### config.mk
export PLATFORM = sky130hd
export DESIGN_NAME = lcgf_lcg
export DESIGN_NICKNAME = d
export VERILOG_FILES = /design/src/design/lcgf_pkg.sv /design/src/design/lcgf_lcg.sv
export SDC_FILE = /design/constraint.sdc
export NUM_CORES = 2
export LEC_CHECK = 0
export BUFFER_PORTS_ARGS = -buffer_cell sky130_fd_sc_hd__buf_2
export CAP_MARGIN = 20
export CORE_ASPECT_RATIO = 1.75
export CORE_MARGIN = 2
export CORE_UTILIZATION = 60
export DETAILED_ROUTE_END_ITERATION = 6
export PLACE_DENSITY = 0.77
export SLEW_MARGIN = 20
export SYNTH_ARGS = -nofsm -noshare
export SYNTH_HDL_FRONTEND = slang
export SYNTH_SLANG_ARGS = --single-unit
### constraint.sdc
create_clock -name clk -period 9.2 [get_ports clk]
set_input_delay 0.46 -clock clk [delete_from_list [all_inputs] [get_ports clk]]
set_output_delay 0.46 -clock clk [all_outputs]
set_load 0.005 [all_outputs]
### src/design/lcgf_pkg.sv
// Shared types and constants for the LCG / lagged Fibonacci generator.
`default_nettype none
package lcgf_pkg;
  localparam int MAX_LAG_DEF   = 64;
  localparam int FRAC_BITS_DEF = 32;
  localparam int LAG_W         = 7;
  localparam int MOD_W         = 33;

  typedef enum logic [2:0] {
    REG_GEN_SEL = 3'd0,
    REG_LCG_MUL = 3'd1,
    REG_LCG_INC = 3'd2,
    REG_LCG_MOD = 3'd3,
    REG_LCG_START = 3'd4,
    REG_LAG_A = 3'd5,
    REG_LAG_B = 3'd6
  } reg_idx_t;

  // draw request to the congruential unit and its answer
  typedef struct packed {
    logic start;
  } lcg_req_t;

  typedef struct packed {
    logic done;
  } lcg_rsp_t;

  typedef enum logic [3:0] {
    ST_IDLE,
    ST_CLEAR,
    ST_SEED_REQ,
    ST_SEED_WAIT,
    ST_LCG_WAIT,
    ST_LFG_RD,
    ST_LFG_WAIT,
    ST_LFG_ADD,
    ST_MUL,
    ST_OUT
  } ctl_state_t;
endpackage
`default_nettype wire

### src/design/lcgf_lcg.sv
// Congruential engine: multiply, iterative modulo, iterative fraction division.
`default_nettype none
module lcgf_lcg #(
  parameter int FRAC_BITS = lcgf_pkg::FRAC_BITS_DEF
) (
  input  wire logic                  clk,
  input  wire logic                  rst_n,
  input  wire logic [31:0]           mul_i,
  input  wire logic [31:0]           inc_i,
  input  wire logic [32:0]           mod_i,
  input  wire logic                  load_i,
  input  wire logic [31:0]           load_val_i,
  input  wire lcgf_pkg::lcg_req_t    req_i,
  output lcgf_pkg::lcg_rsp_t         rsp_o,
  output logic [FRAC_BITS-1:0]       frac_o
);
  import lcgf_pkg::*;

  localparam int CNT_W = $clog2(FRAC_BITS + 66);

  typedef enum logic [2:0] {L_IDLE, L_MUL, L_MOD, L_DIV, L_DONE} lst_t;

  lst_t              st_r, st_nxt;
  logic [31:0]       s_r;
  logic [64:0]       t_r;      // product plus increment, shifted out from the top during modulo
  logic [64:0]       rem_r;    // restoring remainder
  logic [CNT_W-1:0]  cnt_r;
  logic [FRAC_BITS-1:0] q_r;
  logic [32:0]       m_eff;
  logic [33:0]       d;
  logic [65:0]       rem_sh;
  logic [65:0]       div_sh;

  assign m_eff = (mod_i == 33'd0 || mod_i > {1'b1, 32'd0}) ? {1'b1, 32'd0} : mod_i;
  assign d     = {1'b0, m_eff} + 34'd1;

  // binary long division: reduce mod m bit by bit from the top of t
  assign rem_sh = {rem_r, t_r[64]};
  assign div_sh = {rem_r, 1'b0};

  always_comb begin
    st_nxt = st_r;
    unique case (st_r)
      L_IDLE:  if (req_i.start) st_nxt = L_MUL;
      L_MUL:   st_nxt = L_MOD;
      L_MOD:   if (cnt_r == CNT_W'(64)) st_nxt = L_DIV;
      L_DIV:   if (cnt_r == CNT_W'(FRAC_BITS - 1)) st_nxt = L_DONE;
      L_DONE:  st_nxt = L_IDLE;
      default: st_nxt = L_IDLE;
    endcase
  end

  always_ff @(posedge clk) begin
    if (!rst_n) st_r <= L_IDLE;
    else        st_r <= st_nxt;
  end

  always_ff @(posedge clk) begin
    if (!rst_n) begin
      s_r <= 32'd1;
    end else if (load_i) begin
      s_r <= load_val_i;
    end else begin
      unique case (st_r)
        L_IDLE: begin
          cnt_r <= '0;
        end
        L_MUL: begin
          t_r   <= 65'(64'(mul_i) * 64'(s_r)) + 65'(inc_i);
          rem_r <= '0;
          cnt_r <= '0;
        end
        L_MOD: begin
          if (rem_sh >= 66'(m_eff)) rem_r <= 65'(rem_sh - 66'(m_eff));
          else                      rem_r <= rem_sh[64:0];
          t_r   <= {t_r[63:0], 1'b0};
          cnt_r <= cnt_r + CNT_W'(1);
          if (cnt_r == CNT_W'(64)) begin
            cnt_r <= '0;
            q_r   <= '0;
          end
        end
        L_DIV: begin
          // s < d, so integer quotient is zero
          if (cnt_r == CNT_W'(0)) begin
            s_r <= rem_r[31:0];
            if ({rem_r[64:0], 1'b0} >= 66'(d)) begin
              rem_r <= 65'({rem_r, 1'b0} - 66'(d));
              q_r   <= {q_r[FRAC_BITS-2:0], 1'b1};
            end else begin
              rem_r <= {rem_r[63:0], 1'b0};
              q_r   <= {q_r[FRAC_BITS-2:0], 1'b0};
            end
          end else if (div_sh >= 66'(d)) begin
            rem_r <= 65'(div_sh - 66'(d));
            q_r   <= {q_r[FRAC_BITS-2:0], 1'b1};
          end else begin
            rem_r <= div_sh[64:0];
            q_r   <= {q_r[FRAC_BITS-2:0], 1'b0};
          end
          cnt_r <= cnt_r + CNT_W'(1);
        end
        L_DONE: ;
        default: ;
      endcase
    end
  end

  assign rsp_o.done = (st_r == L_DONE);
  assign frac_o     = q_r;
endmodule
`default_nettype wire

==> summary.txt <==
Status
  – Status: finished clean

Yosys
  – Mapped cell area: 0.0486 mm²
  – Yosys cell types: 78
  – Ys async rst share: 0%
  – Post-synth net total: 6,818
  – Post-synth top area cell: fa_1
  – Number of synthesized flops with an enable pin: about 170
  – Mapped Avg Cell Area: 8.98 µm²
  – Post-Syn Instances: about 5,400
  – Top cell type's share of synthesized area: 38.3%
  – Seq cells post-synth: 204
  – Synth warn: 0
  – Sequential share of the synthesized area: 11.9%
  – Main area contributors after synthesis: fa_1, edfxtp_1, ha_1
  – Most used DFF post-synth: edfxtp_1

Route
  – Drt wl/cell: 21.8 µm
  – TritonRoute pass-1 iters: 6
  – Post-Route WL: 141,000 µm
  – Detail Route Antenna Nets: 0
  – Via density: 5.92
  – Vias: 38,400
  – Remaining DRCs: 0
  – Initial DRC count: 2,530

Clock network
  – TritonCTS clock tree: built
  – Num CTS Buffers: 19
  – # H-tree levels: 1
  – Clock Latency Late Sink: 0.54 ns
  – Sink Count: ~200
  – CTS Hold Buffers Added: 0
  – Max Root-Sink Buffers: 3
  – Root Driver: clkbuf_16
  – Reg clk slew, reported paths: roughly 0.070 ns

Power and ir drop
  – Clock share of power: about 4.7%
  – Max IR drop VDD: 635 µV
  – Gate power share: 85.8%
  – Internal power: 7820 µW
  – Switching share of power: between 50% and 60%
  – Leakage power: between 0.02 and 0.025 µW
  – Sw Pwr: 9510 µW
  – Flop pwr share: under 10%
  – Power per cell area: 339 mW/mm²

Layout
  – Share of cells above drive strength 1: around 6.5%
  – Nets: 6,813
  – Fin area: 0.0512 mm²
  – Layout overhead on the synthesized area: 5.25%
  – Fill count: 6,661

Global routing
  – Antenna violations before repair: 6
  – Largest net degree at the start of global routing: 66
  – Global-route wire length before repair: 228,000 µm
  – Vias in the first global route: roughly 43,000
  – Gr ovfl total: 0
  – Gr usage total: 35.6%

Place
  – Placer congestion estimate: 1.01
  – PortBufs: 165
  – Final HPWL DP: 114,000 µm
  – Placed Area: 0.0505 mm²

Timing
  – Setup tns final: 0 ns
  – Max Slew Vio Count: 0
  – Final critical-path required period: 8.87 ns
  – Slew @ Worst Pin: 0.945 ns
  – Slew margin rel.: 37.0%
  – Hold Fails Final Rpt: 0
  – Clk_skew: 0.0135 ns
  – WHS: 0.205 ns
  – Setup violators final: 0
  – Fmax: 113 MHz
  – RSZ-0062 raised after global routing: no
  – Fin crit share: 96.4%

Floorplan
  – Ports: between 150 and 200
  – Die X: 219 µm
  – Die area: about 0.083 mm²
  – Initial Util: 60.3%
  – # rows: 138
  – Core footprint: 0.0806 mm²
  – Die height: 381 µm

Critical path
  – Worst Path Arrival: 9.15 ns
  – CP Capture Type: flip-flop
  – CP Max Fanout: 12
  – Setup Crit Path Kind: flip-flop to flip-flop
  – CP required: around 9.5 ns
  – Crit start category: flip-flop

Run
  – Max-cap violations: 0

Worst hold path
  – Hold Path Class: primary input to flip-flop
## synth_stat cells, drive strengths merged, types with 12 or more instances
| cell | instances |
|---|---|
| inv | 1025 |
| fa | 930 |
| and2 | 655 |
| nand2 | 607 |
| ha | 339 |
| clkbuf | 288 |
| a21oi | 226 |
| nor2 | 191 |
| edfxtp | 169 |
| o21ai | 138 |
| xnor2 | 107 |
| a21o | 84 |
| xor2 | 66 |
| mux2i | 49 |
| and3 | 47 |
| nand4 | 47 |
| nand2b | 46 |
| nand3 | 38 |
| dfxtp | 35 |
| o21bai | 32 |
| nor3 | 29 |
| nor4 | 22 |
| o21a | 20 |
| nor2b | 19 |
| o22ai | 16 |
| a31oi | 14 |
| o211ai | 14 |
| a211oi | 13 |
| a21boi | 12 |
| or3 | 12 |
| or4 | 12 |
## sequential cells by signal (all words and copies together), names as in the netlist
register,count
rem_r,65
s_r,32
st_r,3
cnt_r,7
t_r,65
frac_o,32
## critical path: stages (launching register included)
cell,delay (ns)
dfxtp_2,0.57
buf_4,0.28
and2_1,0.17
fa_1,0.46
fa_1,0.50
fa_1,0.52
inv_1,0.06
fa_1,0.54
inv_1,0.06
fa_1,0.52
fa_1,0.45
fa_1,0.55
inv_1,0.07
fa_1,0.55
inv_1,0.04
ha_1,0.41
nand4_1,0.20
nor3_1,0.23
o21ai_0,0.22
a21o_1,0.29
o41ai_1,0.27
buf_4,0.19
a21oi_1,0.15
o41ai_1,0.42
buf_4,0.22
a21boi_0,0.11
xor2_1,0.17
o21ai_0,0.40
## worst paths after layout
path                      start  endpoint  slack, ns  cells after the start
setup reg to reg         s_r[6]   t_r[57]       0.33                     27
setup / recovery         s_r[6]   t_r[57]       0.33                     27
hold / removal    load_val_i[0]    s_r[0]       0.20                      3
hold reg to reg          t_r[2]    t_r[3]       0.52                      2
## metrics by stage
| step | power [µW] | setup WS, ns | utilization (%) | instances |
|---|---|---|---|---|
| after floorplan | 12000 | 0.976 | - | 5416 |
| after global placement | 16000 | 0.0840 | 62.6 | 6439 |
| after detailed placement | 16100 | 0.159 | 62.6 | 6439 |
| after CTS | 17100 | 0.176 | 63.4 | 6473 |
| after global routing | 19100 | 0.00779 | 63.4 | 6475 |
| final | 17300 | 0.330 | 63.5 | 6482 |
## final cells by class
type                            count  area [µm²]  share of cell area (%)
Clock inverter                     13         124                   0.242
Sequential cell                   204        5800                    11.3
Multi-Input combinational cell   3889       37900                    74.1
Timing Repair Buffer              272        1670                    3.25
Antenna cell                        8        20.0                  0.0391
Clock buffer                       21         493                   0.963
Inverter                         1025        3850                    7.52
Tap cell                         1050        1310                    2.57
## repair_timing
| item | in CTS | in global routing |
|---|---|---|
| endpoints found under the hold margin | 0 | 0 |
| gates resized for setup | 0 | 16 |
| setup endpoints to repair | 0 | 14 |
| buffers inserted | 0 | 0 |
## layer usage
layer	routed length, µm	vias to the layer above	GRT usage, %
met3	10700	597	6.09
met1	47800	19300	39.6
li1	-	16700	-
met5	26	-	0
met2	72300	1741	62.7
met4	10200	4	21.8
## cell usage in the layout (no fill, tap or decap), types with 16 or more instances in the layout
| cell | count |
|---|---|
| mux2i_1 | 49 |
| o21a_1 | 20 |
| nor3_1 | 26 |
| nand4_1 | 47 |
| and2_1 | 655 |
| dfxtp_1 | 18 |
| fa_1 | 930 |
| nor2b_1 | 18 |
| buf_2 | 165 |
| nor2_1 | 188 |
| clkbuf_16 | 19 |
| edfxtp_1 | 169 |
| xor2_1 | 66 |
| a21oi_1 | 223 |
| buf_4 | 103 |
| o21ai_0 | 137 |
| and3_1 | 47 |
| inv_1 | 1025 |
| nor4_1 | 22 |
| o22ai_1 | 16 |
| xnor2_1 | 107 |
| a21o_1 | 84 |
| nand2b_1 | 45 |
| nand2_1 | 607 |
| nand3_1 | 37 |
| ha_1 | 339 |
| o21bai_1 | 32 |
## logic make-up after synthesis
family                     synth area share [%]
AOI/OAI and AO/OA                          8.11
xor gates and xnor gates                   3.12
adders and majority gates                  47.0
buffers and inverters                      10.3
DFF                                        11.9
muxes                                      1.10
and+or+nand+nor                            18.5
## power groups by stage
stage / clock, µW / sequential, µW / combinational, µW
after floorplan: 0 / 1610 / 10400
final: 822 / 1640 / 14900
after detailed placement: 0 / 1650 / 14500
after CTS: 839 / 1630 / 14700
after global placement: 0 / 1650 / 14400
after global routing: 860 / 1650 / 16600
Note: power is estimated with default switching activity, not from simulation.
